<file path="src/hdl/qxmm_pkg.sv">
// qxmm_pkg: widths, types, register codes and the mixing table for the
// quad x-frame motor mixer. Used by every other file; depends on nothing.
`timescale 1ns / 1ps

package qxmm_pkg;

   // fixed-point scale of the motor levels, 1.0 = 1 << FRAC_BITS
   localparam int FRAC_BITS  = 14;
   localparam int LEVEL_W    = FRAC_BITS + 1;
   localparam int ONE_LEVEL  = 1 << FRAC_BITS;
   localparam int HALF_LEVEL = 1 << (FRAC_BITS - 1);

   localparam int CMD_W      = 16;
   localparam int CFG_W      = 15;
   localparam int PULSE_W    = 16;
   localparam int CSR_DATA_W = 16;
   localparam int CSR_IDX_W  = 3;
   localparam int LANES      = 4;

   localparam int AXIS_W     = CMD_W + 2;
   localparam int RANGE_W    = AXIS_W + 1;
   localparam int AVAIL_W    = CFG_W + 1;
   localparam int PROD_W     = AXIS_W + AVAIL_W;
   localparam int NUM_W      = 32;
   localparam int DEN_W      = AXIS_W;
   localparam int DIV_STEP   = 4;
   localparam int DIV_STAGES = NUM_W / DIV_STEP;
   localparam int SCALED_W   = NUM_W + 1;
   localparam int BOUND_W    = SCALED_W + 1;
   localparam int LVL_W      = BOUND_W + 1;
   localparam int DIFF_W     = PULSE_W + 1;
   localparam int PWR_W      = LEVEL_W + 1 + DIFF_W;

   typedef logic signed [CMD_W-1:0]    cmd_type;
   typedef logic signed [AXIS_W-1:0]   axis_type;
   typedef logic signed [RANGE_W-1:0]  range_type;
   typedef logic signed [AVAIL_W-1:0]  avail_type;
   typedef logic signed [PROD_W-1:0]   prod_type;
   typedef logic        [NUM_W-1:0]    num_type;
   typedef logic        [DEN_W-1:0]    den_type;
   typedef logic signed [SCALED_W-1:0] scaled_type;
   typedef logic signed [BOUND_W-1:0]  bound_type;
   typedef logic signed [LVL_W-1:0]    lvl_type;
   typedef logic        [LEVEL_W-1:0]  level_type;
   typedef logic signed [DIFF_W-1:0]   diff_type;
   typedef logic signed [PWR_W-1:0]    pwr_type;
   typedef logic        [PULSE_W-1:0]  pulse_type;
   typedef logic        [CFG_W-1:0]    frac_type;

   typedef enum logic [CSR_IDX_W-1:0] {
      CSR_IDLE_LEVEL     = 3'd0,
      CSR_MAX_LEVEL      = 3'd1,
      CSR_DESAT_THROTTLE = 3'd2,
      CSR_PULSE_MIN      = 3'd3,
      CSR_PULSE_MAX      = 3'd4
   } csr_index_type;

   typedef struct packed {
      frac_type  idle_level;
      frac_type  max_level;
      frac_type  desat_throttle;
      pulse_type pulse_min;
      pulse_type pulse_max;
   } cfg_type;

   localparam cfg_type CFG_RESET = '{
      idle_level:     15'd0,
      max_level:      15'd16384,
      desat_throttle: 15'd819,
      pulse_min:      16'd1000,
      pulse_max:      16'd2000
   };

   // one item moving through the divider, all four motors side by side
   typedef struct packed {
      logic [LANES-1:0][NUM_W-1:0] work;
      logic [LANES-1:0][DEN_W-1:0] rem;
      den_type                     den;
      logic [LANES-1:0]            neg;
      logic                        flip;
      cmd_type                     thr;
      logic                        armed;
   } div_type;

   // negated axes per motor, bit 0 roll, bit 1 pitch, bit 2 yaw
   // motor order: front right, rear right, rear left, front left
   localparam logic [LANES-1:0][2:0] MIX_NEG = {3'b100, 3'b010, 3'b111, 3'b001};

   function automatic axis_type mix_axis(input cmd_type roll, input cmd_type pitch,
                                         input cmd_type yaw, input logic [2:0] neg);
      axis_type r;
      axis_type p;
      axis_type y;
      r = axis_type'(roll);
      p = axis_type'(pitch);
      y = axis_type'(yaw);
      if (neg[0]) r = -r;
      if (neg[1]) p = -p;
      if (neg[2]) y = -y;
      return r + p + y;
   endfunction

endpackage

</file>
<file path="src/hdl/qxmm_if.sv">


interface qxmm_rsp_if;
   logic                valid;
   logic                ready;
   qxmm_pkg::pulse_type pulse_front_right;
   qxmm_pkg::pulse_type pulse_rear_right;
   qxmm_pkg::pulse_type pulse_rear_left;
   qxmm_pkg::pulse_type pulse_front_left;

   modport source (output valid, pulse_front_right, pulse_rear_right, pulse_rear_left,
                   pulse_front_left, input ready);
   modport sink   (input valid, pulse_front_right, pulse_rear_right, pulse_rear_left,
                   pulse_front_left, output ready);
endinterface

</file>
<file path="src/hdl/qxmm_back.sv">
// back end: signed scaled axes, scaled min/max, throttle bound, motor level
// clamp, pulse mapping and output register. Depends on qxmm_pkg, qxmm_if.
`timescale 1ns / 1ps

module qxmm_back (
   input  logic              clock,
   input  logic              reset,
   input  logic              in_valid,
   output logic              in_ready,
   input  qxmm_pkg::div_type in_item,
   input  qxmm_pkg::cfg_type cfg,
   qxmm_rsp_if.source        rsp
);

   logic b1_ready, b2_ready, b3_ready, b4_ready, b5_ready, b6_ready;
   logic b1_valid_ff, b2_valid_ff, b3_valid_ff, b4_valid_ff, b5_valid_ff, b6_valid_ff;

   qxmm_pkg::scaled_type b1_mag [qxmm_pkg::LANES];
   qxmm_pkg::scaled_type b1_axis_in [qxmm_pkg::LANES];
   qxmm_pkg::scaled_type b1_axis_ff [qxmm_pkg::LANES];
   logic                 b1_flip_ff;
   qxmm_pkg::cmd_type    b1_thr_ff;
   logic                 b1_armed_ff;

   qxmm_pkg::scaled_type lo_a, lo_b, lo_m, hi_a, hi_b, hi_m;
   qxmm_pkg::scaled_type b2_lo_in, b2_hi_in, b2_lo_ff, b2_hi_ff;
   qxmm_pkg::scaled_type b2_axis_ff [qxmm_pkg::LANES];
   qxmm_pkg::cmd_type    b2_thr_ff;
   logic                 b2_armed_ff;

   qxmm_pkg::bound_type  floor_v, ceil_v, thr_e;
   qxmm_pkg::bound_type  b3_thr_in, b3_thr_ff;
   qxmm_pkg::scaled_type b3_axis_ff [qxmm_pkg::LANES];
   logic                 b3_armed_ff;

   qxmm_pkg::lvl_type    idle_e, max_e;
   qxmm_pkg::lvl_type    lvl [qxmm_pkg::LANES];
   qxmm_pkg::lvl_type    bnd [qxmm_pkg::LANES];
   qxmm_pkg::level_type  b4_v_in [qxmm_pkg::LANES];
   qxmm_pkg::level_type  b4_v_ff [qxmm_pkg::LANES];

   qxmm_pkg::diff_type   span;
   qxmm_pkg::pwr_type    b5_n_in [qxmm_pkg::LANES];
   qxmm_pkg::pwr_type    b5_n_ff [qxmm_pkg::LANES];

   qxmm_pkg::pwr_type    q [qxmm_pkg::LANES];
   qxmm_pkg::pulse_type  b6_pulse_in [qxmm_pkg::LANES];
   qxmm_pkg::pulse_type  b6_pulse_ff [qxmm_pkg::LANES];

   assign b6_ready = !b6_valid_ff || rsp.ready;
   assign b5_ready = !b5_valid_ff || b6_ready;
   assign b4_ready = !b4_valid_ff || b5_ready;
   assign b3_ready = !b3_valid_ff || b4_ready;
   assign b2_ready = !b2_valid_ff || b3_ready;
   assign b1_ready = !b1_valid_ff || b2_ready;
   assign in_ready = b1_ready;

   assign rsp.valid             = b6_valid_ff;
   assign rsp.pulse_front_right = b6_pulse_ff[0];
   assign rsp.pulse_rear_right  = b6_pulse_ff[1];
   assign rsp.pulse_rear_left   = b6_pulse_ff[2];
   assign rsp.pulse_front_left  = b6_pulse_ff[3];

   always_ff @(posedge clock) begin
      if (reset) begin
         b1_valid_ff <= 1'b0;
         b2_valid_ff <= 1'b0;
         b3_valid_ff <= 1'b0;
         b4_valid_ff <= 1'b0;
         b5_valid_ff <= 1'b0;
         b6_valid_ff <= 1'b0;
      end else begin
         if (b1_ready) b1_valid_ff <= in_valid;
         if (b2_ready) b2_valid_ff <= b1_valid_ff;
         if (b3_ready) b3_valid_ff <= b2_valid_ff;
         if (b4_ready) b4_valid_ff <= b3_valid_ff;
         if (b5_ready) b5_valid_ff <= b4_valid_ff;
         if (b6_ready) b6_valid_ff <= b5_valid_ff;
      end
   end

   // stage 1: restore the sign of the quotients
   always_comb begin
      for (int l = 0; l < qxmm_pkg::LANES; l++) begin
         b1_mag[l]     = qxmm_pkg::scaled_type'(in_item.work[l]);
         b1_axis_in[l] = in_item.neg[l] ? -b1_mag[l] : b1_mag[l];
      end
   end

   always_ff @(posedge clock) begin
      if (b1_ready && in_valid) begin
         for (int l = 0; l < qxmm_pkg::LANES; l++) b1_axis_ff[l] <= b1_axis_in[l];
         b1_flip_ff  <= in_item.flip;
         b1_thr_ff   <= in_item.thr;
         b1_armed_ff <= in_item.armed;
      end
   end

   // stage 2: rounded scaling is monotonic, so the scaled extremes are the
   // min and max of the scaled axes, swapped when the headroom is negative
   always_comb begin
      if (b1_axis_ff[1] < b1_axis_ff[0]) begin
         lo_a = b1_axis_ff[1];
         hi_a = b1_axis_ff[0];
      end else begin
         lo_a = b1_axis_ff[0];
         hi_a = b1_axis_ff[1];
      end
      if (b1_axis_ff[3] < b1_axis_ff[2]) begin
         lo_b = b1_axis_ff[3];
         hi_b = b1_axis_ff[2];
      end else begin
         lo_b = b1_axis_ff[2];
         hi_b = b1_axis_ff[3];
      end
      lo_m = (lo_b < lo_a) ? lo_b : lo_a;
      hi_m = (hi_b > hi_a) ? hi_b : hi_a;
      if (b1_flip_ff) begin
         b2_lo_in = hi_m;
         b2_hi_in = lo_m;
      end else begin
         b2_lo_in = lo_m;
         b2_hi_in = hi_m;
      end
   end

   always_ff @(posedge clock) begin
      if (b2_ready && b1_valid_ff) begin
         for (int l = 0; l < qxmm_pkg::LANES; l++) b2_axis_ff[l] <= b1_axis_ff[l];
         b2_lo_ff    <= b2_lo_in;
         b2_hi_ff    <= b2_hi_in;
         b2_thr_ff   <= b1_thr_ff;
         b2_armed_ff <= b1_armed_ff;
      end
   end

   // stage 3: throttle floor and ceiling, floor checked first
   always_comb begin
      if (b2_thr_ff > qxmm_pkg::cmd_type'(cfg.desat_throttle)) begin
         floor_v = qxmm_pkg::bound_type'(cfg.idle_level) - qxmm_pkg::bound_type'(b2_lo_ff);
      end else begin
         floor_v = qxmm_pkg::bound_type'(cfg.idle_level);
      end
      ceil_v = qxmm_pkg::bound_type'(cfg.max_level) - qxmm_pkg::bound_type'(b2_hi_ff);
      thr_e  = qxmm_pkg::bound_type'(b2_thr_ff);
      if (thr_e < floor_v) begin
         b3_thr_in = floor_v;
      end else if (thr_e > ceil_v) begin
         b3_thr_in = ceil_v;
      end else begin
         b3_thr_in = thr_e;
      end
   end

   always_ff @(posedge clock) begin
      if (b3_ready && b2_valid_ff) begin
         for (int l = 0; l < qxmm_pkg::LANES; l++) b3_axis_ff[l] <= b2_axis_ff[l];
         b3_thr_ff   <= b3_thr_in;
         b3_armed_ff <= b2_armed_ff;
      end
   end

   // stage 4: motor level, idle..max then at most full scale
   always_comb begin
      idle_e = qxmm_pkg::lvl_type'(cfg.idle_level);
      max_e  = qxmm_pkg::lvl_type'(cfg.max_level);
      for (int l = 0; l < qxmm_pkg::LANES; l++) begin
         lvl[l] = qxmm_pkg::lvl_type'(b3_thr_ff) + qxmm_pkg::lvl_type'(b3_axis_ff[l]);
         if (lvl[l] < idle_e) begin
            bnd[l] = idle_e;
         end else if (lvl[l] > max_e) begin
            bnd[l] = max_e;
         end else begin
            bnd[l] = lvl[l];
         end
         // never negative here: both bounds are unsigned registers
         if (bnd[l] > qxmm_pkg::lvl_type'(qxmm_pkg::ONE_LEVEL)) begin
            bnd[l] = qxmm_pkg::lvl_type'(qxmm_pkg::ONE_LEVEL);
         end
         // disarmed maps to level zero, i.e. pulse_min
         b4_v_in[l] = b3_armed_ff ? bnd[l][qxmm_pkg::LEVEL_W-1:0] : '0;
      end
   end

   always_ff @(posedge clock) begin
      if (b4_ready && b3_valid_ff) begin
         for (int l = 0; l < qxmm_pkg::LANES; l++) b4_v_ff[l] <= b4_v_in[l];
      end
   end

   // stage 5: level times signed pulse span plus one half
   always_comb begin
      span = qxmm_pkg::diff_type'(cfg.pulse_max) - qxmm_pkg::diff_type'(cfg.pulse_min);
      for (int l = 0; l < qxmm_pkg::LANES; l++) begin
         b5_n_in[l] = qxmm_pkg::pwr_type'(b4_v_ff[l]) * qxmm_pkg::pwr_type'(span) +
                      qxmm_pkg::pwr_type'(qxmm_pkg::HALF_LEVEL);
      end
   end

   always_ff @(posedge clock) begin
      if (b5_ready && b4_valid_ff) begin
         for (int l = 0; l < qxmm_pkg::LANES; l++) b5_n_ff[l] <= b5_n_in[l];
      end
   end

   // stage 6: floor divide by full scale, offset by pulse_min
   always_comb begin
      for (int l = 0; l < qxmm_pkg::LANES; l++) begin
         q[l]           = b5_n_ff[l] >>> qxmm_pkg::FRAC_BITS;
         b6_pulse_in[l] = cfg.pulse_min + q[l][qxmm_pkg::PULSE_W-1:0];
      end
   end

   always_ff @(posedge clock) begin
      if (b6_ready && b5_valid_ff) begin
         for (int l = 0; l < qxmm_pkg::LANES; l++) b6_pulse_ff[l] <= b6_pulse_in[l];
      end
   end

endmodule

</file>
<file path="src/flat_wrapper.sv">
// flat-port wrapper written by rule: the top's interface ports become plain ports
module qxmm_back_flat 
  (clock, reset, in_valid, in_ready, in_item, cfg, rsp_valid, rsp_pulse_front_right, rsp_pulse_rear_right, rsp_pulse_rear_left, rsp_pulse_front_left, rsp_ready);
  qxmm_rsp_if rsp_i ();
  input  logic clock;
  input  logic reset;
  input  logic in_valid;
  output logic in_ready;
  input  qxmm_pkg::div_type in_item;
  input  qxmm_pkg::cfg_type cfg;
  output wire logic [$bits(rsp_i.valid)-1:0] rsp_valid;
  output wire logic [$bits(rsp_i.pulse_front_right)-1:0] rsp_pulse_front_right;
  output wire logic [$bits(rsp_i.pulse_rear_right)-1:0] rsp_pulse_rear_right;
  output wire logic [$bits(rsp_i.pulse_rear_left)-1:0] rsp_pulse_rear_left;
  output wire logic [$bits(rsp_i.pulse_front_left)-1:0] rsp_pulse_front_left;
  input wire logic [$bits(rsp_i.ready)-1:0] rsp_ready;
  assign rsp_valid = rsp_i.valid;
  assign rsp_pulse_front_right = rsp_i.pulse_front_right;
  assign rsp_pulse_rear_right = rsp_i.pulse_rear_right;
  assign rsp_pulse_rear_left = rsp_i.pulse_rear_left;
  assign rsp_pulse_front_left = rsp_i.pulse_front_left;
  assign rsp_i.ready = rsp_ready;
  qxmm_back u_core (.clock(clock), .reset(reset), .in_valid(in_valid), .in_ready(in_ready), .in_item(in_item), .cfg(cfg), .rsp(rsp_i));
endmodule
</file>
<file path="config.mk">
export PLATFORM = sky130hd
export DESIGN_NAME = qxmm_back_flat
export DESIGN_NICKNAME = d
export VERILOG_FILES = /design/src/hdl/qxmm_pkg.sv /design/src/hdl/qxmm_if.sv /design/src/hdl/qxmm_back.sv /design/src/flat_wrapper.sv
export SDC_FILE = /design/constraint.sdc
export NUM_CORES = 2
export LEC_CHECK = 0
export BUFFER_PORTS_ARGS = -buffer_cell sky130_fd_sc_hd__buf_4
export CAP_MARGIN = 40
export CORE_MARGIN = 10
export CORE_UTILIZATION = 45
export CTS_CLUSTER_SIZE = 10
export DETAILED_ROUTE_END_ITERATION = 8
export PLACE_DENSITY = 0.74
export SKIP_LAST_GASP = 1
export SLEW_MARGIN = 25
export SYNTH_ARGS = -nofsm -noshare
export SYNTH_HDL_FRONTEND = slang
export SYNTH_SLANG_ARGS = --single-unit
</file>
<file path="constraint.sdc">
create_clock -name clock -period 18.6 [get_ports clock]
set_input_delay 5.58 -clock clock [delete_from_list [all_inputs] [get_ports clock]]
set_output_delay 5.58 -clock clock [all_outputs]
set_load 0.05 [all_outputs]
</file>
==> Word level (Yosys, flattened, before mapping) <==
Memories as Yosys holds them, arrays and structs flattened.
Cells that the tools add are included.
{ "classes": {"bitwise_logic": 0, "reduce_logical": 18, "mux": 43, "n_eq_ne": 0, "mul": 4, "n_shift": 0, "addsub": 19, "div_mod_pow": 0, "magnitude_cmp": 19} }
{ "op_table": {"columns": ["op", "n"], "rows": [
  ["2-to-1 mux 33 bit", 12],
  ["2-to-1 mux 35 bit", 8],
  ["adder 34 x 33 -> 35 bit", 4],
  ["greater-than comparator 35 x 16 -> 1 bit", 4],
  ["greater-than comparator 35 x 16 -> 1 bit (second input constant)", 4],
  ["< comparator 35 x 16 -> 1 bit", 4],
  ["adder 33 x 15 -> 33 bit (second input constant)", 4],
  ["multiplier 16 x 17 -> 33 bit", 4],
  ["negator 32 -> 33 bit", 4],
  ["2-to-1 mux 15 bit", 8],
  ["2-to-1 mux 34 bit", 3],
  ["< comparator 33 bit", 3],
  ["subtractor 16 x 33 -> 34 bit", 2],
  ["adder 16 bit", 4],
  ["greater-than comparator 16 x 34 -> 1 bit", 1],
  ["< comparator 16 x 34 -> 1 bit", 1],
  ["greater-than comparator 33 bit", 1],
  ["subtractor 16 x 16 -> 17 bit", 1],
  ["greater-than comparator 16 bit", 1],
  ["2-to-1 mux 1 bit", 12],
  ["logical AND 1 bit", 6],
  ["zero test 1 bit", 6],
  ["logical OR 1 bit", 6]
]} }
{ "totals": {"romBits": 0, "regBits": 142, "in_bits": 321, "word_cells": 124, "mem_bits_rw": 652, "latchBits": 0, "out_inout_bits": 66, "n_memories": 6} }
{ "mem_list": {"columns": ["name", "depth", "width", "read_ports", "rd_clocked_by_memory_dff", "write_ports", "line", "source"], "rows": [
  ["u_core.b1_axis_ff", 4, 33, 4, 0, 4, "qxmm_back.sv:20", "qxmm_pkg::scaled_type b1_axis_ff [qxmm_pkg::LANES];"],
  ["u_core.b2_axis_ff", 4, 33, 4, 0, 4, "qxmm_back.sv:27", "qxmm_pkg::scaled_type b2_axis_ff [qxmm_pkg::LANES];"],
  ["u_core.b3_axis_ff", 4, 33, 4, 0, 4, "qxmm_back.sv:33", "qxmm_pkg::scaled_type b3_axis_ff [qxmm_pkg::LANES];"],
  ["u_core.b5_n_ff", 4, 33, 4, 0, 4, "qxmm_back.sv:44", "qxmm_pkg::pwr_type b5_n_ff [qxmm_pkg::LANES];"],
  ["u_core.b6_pulse_ff", 4, 16, 4, 0, 4, "qxmm_back.sv:48", "qxmm_pkg::pulse_type b6_pulse_ff [qxmm_pkg::LANES];"],
  ["u_core.b4_v_ff", 4, 15, 4, 0, 4, "qxmm_back.sv:40", "qxmm_pkg::level_type b4_v_ff [qxmm_pkg::LANES];"]
]} }

==> Longest topological paths before layout <==
{ "depth": {"word_depth": 10, "mapped_depth": 39, "mapped_depth_nobuf": 38} }

==> Least setup slack after synthesis <==
Ideal clock, no wire load.
{ "synth_path": {"path_type": "input-to-reg", "start": "in rsp_ready", "end": "reg u_core.b3_armed_ff, enable pin", "path_buffers": 1, "setup_ns": 0.949, "t_arrival_ns": 18.012, "stages": 4, "slack_ns": -0.360, "required_time_ns": 17.651, "path_cell_list": "nor2b_1 > and3_1 > clkbuf_1 > a21boi_0"} }
{ "synth_between": {"elab_chain_len": 5} }
{ "synth_lines": {"columns": ["item", "line", "source"], "rows": [
  ["from (decl)", "flat_wrapper.sv:16", "input wire logic [$bits(rsp_i.ready)-1:0] rsp_ready;"],
  ["logical OR 1 bit", "qxmm_back.sv:50", "assign b6_ready = !b6_valid_ff || rsp.ready;"],
  ["logical OR 1 bit", "qxmm_back.sv:51", "assign b5_ready = !b5_valid_ff || b6_ready;"],
  ["logical OR 1 bit", "qxmm_back.sv:52", "assign b4_ready = !b4_valid_ff || b5_ready;"],
  ["logical OR 1 bit", "qxmm_back.sv:53", "assign b3_ready = !b3_valid_ff || b4_ready;"],
  ["logical AND 1 bit", "qxmm_back.sv:156", "if (b3_ready && b2_valid_ff) begin"],
  ["to (signal assigned)", "qxmm_back.sv:159", "b3_armed_ff <= b2_armed_ff;"],
  ["to (decl)", "qxmm_back.sv:34", "logic b3_armed_ff;"]
]} }
Every way passes these cells.
A chain may end at the register's enable or synchronous reset.

==> summary by stage <==
Critical path
The classification of the worst setup path is input port to flip-flop. The terminus of the critical flop-to-flop path is u_core.b2_hi_ff[27]. The biggest fanout along the worst timing path is 41.

The family with the most delay on the worst path is compound AO/OA/AOI/OAI gates. The required time of the worst setup path is 19050 ps. The critical path runs through a total of 37 cells.

The most repeated library cell on the critical path is fa_1. The end point of the critical path is u_core.b5_n_ff[1][29]. The capturing element type of the critical path is a flip-flop. The master of the slowest instance on the critical path is a21boi_0. For the worst flop-to-flop path, the logic depth is 30. Data on the critical path arrives at its endpoint at between 15000 and 20000 ps. The worst setup path is launched from an input port. In this run the critical register-to-register path is launched from u_core.b1_axis_ff[0][1].

The most critical setup path has its startpoint at cfg[17]. The flop-to-flop setup slack is between 10000 and 15000 ps. The largest incremental delay on the critical path is 820 ps.

The number of buffer and inverter instances along the worst setup path is 7.

Drt
The number of DRC violations after detailed-routing iteration 0 is ~4200. In the routed design, unresolved DRC markers number 0. The routed layout has between 60000 and 70000 vias. The detail route stage leaves a number of antenna-violating nets equal to 0. The mean number of vias per cell is 5.57. The first TritonRoute pass finished after 7 iterations. For this block, the routed nets add up to 243 mm of wire. After detailed routing, the average wire length per cell comes to 21.1 um.

Synthesis
The fraction of the yosys area taken by sequential cells is 0.252. The number of enable flip-flop cells after synthesis is 720. The share of synthesized registers carrying an async set or reset is 0. The cell count after synthesis is 8759. After synthesis the netlist holds a flip-flop and latch count of 726. Summed over all instances, the cell type with the most area after synthesis is edfxtp_1.

Counting every net in the synthesized netlist gives 10976. The top flip-flop cell by instance count after synthesis is edfxtp_1. The area share of the largest cell type after synthesis is 0.250. The cell area that synthesis handed to floorplanning was around 0.086 sq mm. Synthesis instantiated 88 different standard cells from the library. After synthesis, the cell types taking the most area are edfxtp_1, fa_1, ha_1, inv_1, and2_1. The count of warnings emitted by yosys is 0.

The synthesized area divided by synthesized cell count is 9.86 sq um.

STA
The final-report setup violation count is 0. The number of hold violations in the final report is 0. For the pin with the worst max-slew slack, the measured transition is between 1000 and 1500 ps. Setup repair after global routing left no endpoint under its margin.

The clock tree skew after final layout is between 50 and 60 ps. The time the final worst path needs with I/O delays and setup is 16250 ps. The count of final max-slew check failures came to 0.

The highest achievable clock rate is between 60 and 70 MHz. Headroom to the max-slew limit came out at 0.316. Adding up every negative setup slack in the final design gives 0 ps. On the final layout, the worst hold slack is between 400 and 500 ps.

Dividing the final minimum period by the clock period gives 0.874.

CTS
In this run the clock root is driven by a clkbuf_16. In this run the number of H-tree levels came out at 3. Post-CTS repair changed the size of 0 cells. After clock tree synthesis, the setup repair step added 0 buffers. The TritonCTS clock tree is done. After clock tree synthesis, the flow added hold-fix buffers numbering 0. The later-pin clock latency in the skew report is 760 ps. The number of clock buffers added by TritonCTS is 91. CTS saw 726 sinks.

The clock-pin slew of the registers on the worst-case setup and hold paths is 50 ps. The maximum count of clock buffers along a single path is 3.

Final layout
Of the cells placed in the final design, the portion with a size suffix greater than 1 is 0.0723. Leaving out fill and tap cells, the most frequent cell in the layout is inv_1. After the flow finishes, the layout carries non-filler instances totaling 11501. The net count reported at finish is approximately 11000. The area growth from synthesis to layout is 9.44%. The finished cells cover 0.0945 sq mm. In the layout the commonest cells are inv_1, fa_1, ha_1.

Placement
Once placement finished, the instance area stood at 0.0916 sq mm. The count of buffers added on input and output ports is 296. The count of placed standard cells including taps is 11349. The global placer's final weighted congestion is 0.950. The HPWL reported at the end of detailed placement is around 200 mm.

Die
The die span in y is 458 um. The die boundary width is 458 um. The core box area is 0.190 sq mm. The top-level I/O count is 387.

Row generation in the floorplan step produced between 150 and 200 rows. The starting utilization of the core area is 0.453. The die covers 0.210 sq mm.

Global routing
The met3 global-route usage is 0.0307. The total overflow left after global routing is 0. For this run, the total global-route usage over all layers was measured as 0.228. Entering global routing, the biggest net connects 162 pins. The initial antenna violation count is 20. After global routing, the most crowded layer is met2. The global routing usage on met1 is 0.271. The first global-routing pass estimated 377 mm of wire. The via count of the first global-routing pass was 68009. The met2 usage is 0.397.

Outcome
The run finished with clean final reports.

Hold path
The worst min-delay path startpoint is u_core.b2_axis_ff[1][20]. The path class of the tightest hold or removal check is flip-flop to flip-flop.

Flow run
The count of maximum capacitance violations is 0.
==> stage by stage <==
| step | util | setup slack, ps |
|---|---|---|
| 6_report | 0.496 | 2350 |
| 5_1_grt | 0.496 | 1690 |
| 4_1_cts | 0.496 | 2480 |
| 3_5_place_dp | 0.481 | 1710 |
| 3_3_place_gp | 0.480 | 1860 |
| 2_1_floorplan | - | 1030 |
==> registers in the layout, indices dropped and copies added, names as in the netlist, 33 cells and up <==
name	count
u_core.b1_axis_ff	132
u_core.b2_axis_ff	132
u_core.b2_hi_ff	33
u_core.b2_lo_ff	33
u_core.b3_axis_ff	132
u_core.b3_thr_ff	34
u_core.b4_v_ff	60
u_core.b5_n_ff	64
u_core.b6_pulse_ff	64
==> synthesized netlist by cell type, types with 60 or more instances <==
cell type / n
nand4_1: 77
and2_1: 481
mux2_2: 80
fa_1: 963
a21o_1: 176
nor2b_1: 140
o21ai_0: 275
xnor2_1: 310
nand2b_1: 100
nor2_1: 359
nor3_1: 98
ha_1: 933
clkbuf_1: 274
o21a_1: 67
nand2_1: 680
edfxtp_1: 720
o31ai_1: 60
xor2_1: 100
a21oi_1: 349
inv_1: 1599
nand3_1: 75
mux2i_1: 201
==> worst register-to-register path: cells and delay by family, from the launching register on <==
family	cells	cell delay [ps]
muxes	2	440
buffers and inverters	5	1420
adders and majority gates	2	530
AOI/OAI and AO/OA	19	4470
and+or+nand+nor	2	760
DFF	1	460
==> layer usage <==
| metal | up-vias | wire [um] |
|---|---|---|
| li1 | 29439 | - |
| met1 | 31709 | 95200 |
| met2 | 2281 | 119000 |
| met3 | 677 | 14000 |
| met4 | 10 | 15100 |
| met5 | - | 62 |
==> layout make-up <==
cell class                      instances  area (sq um)
Timing Repair Buffer                  376          3070
Antenna cell                            9          22.5
Inverter                             1600          6010
Sequential cell                       726         21700
Fill cell                           16882         95900
Multi-Input combinational cell       6143         57800
Clock buffer                          108          2350
Clock inverter                         28           385
Tap cell                             2511          3140
==> cell families after synthesis <==
| family | synth area share |
|---|---|
| xor+xnor | 0.0419 |
| buf+inv | 0.0824 |
| fa+ha+maj | 0.359 |
| compound gates | 0.100 |
| simple gates | 0.131 |
| mux | 0.0337 |
| flops | 0.252 |
==> worst min path at each step <==
stage,cells after the start,slack [ps],endpoint
3_3_place_gp,0,400,u_core.b3_axis_ff[2][25]
5_1_grt,0,420,u_core.b3_axis_ff[2][31]
4_1_cts,0,410,u_core.b3_axis_ff[1][20]
3_5_place_dp,0,400,u_core.b3_axis_ff[1][22]
2_1_floorplan,0,400,u_core.b2_armed_ff
6_report,0,410,u_core.b3_axis_ff[1][20]
Power is left out: the tool's default activity adds up to more than one toggle a clock period on the data nets, which glitch-free logic cannot reach.
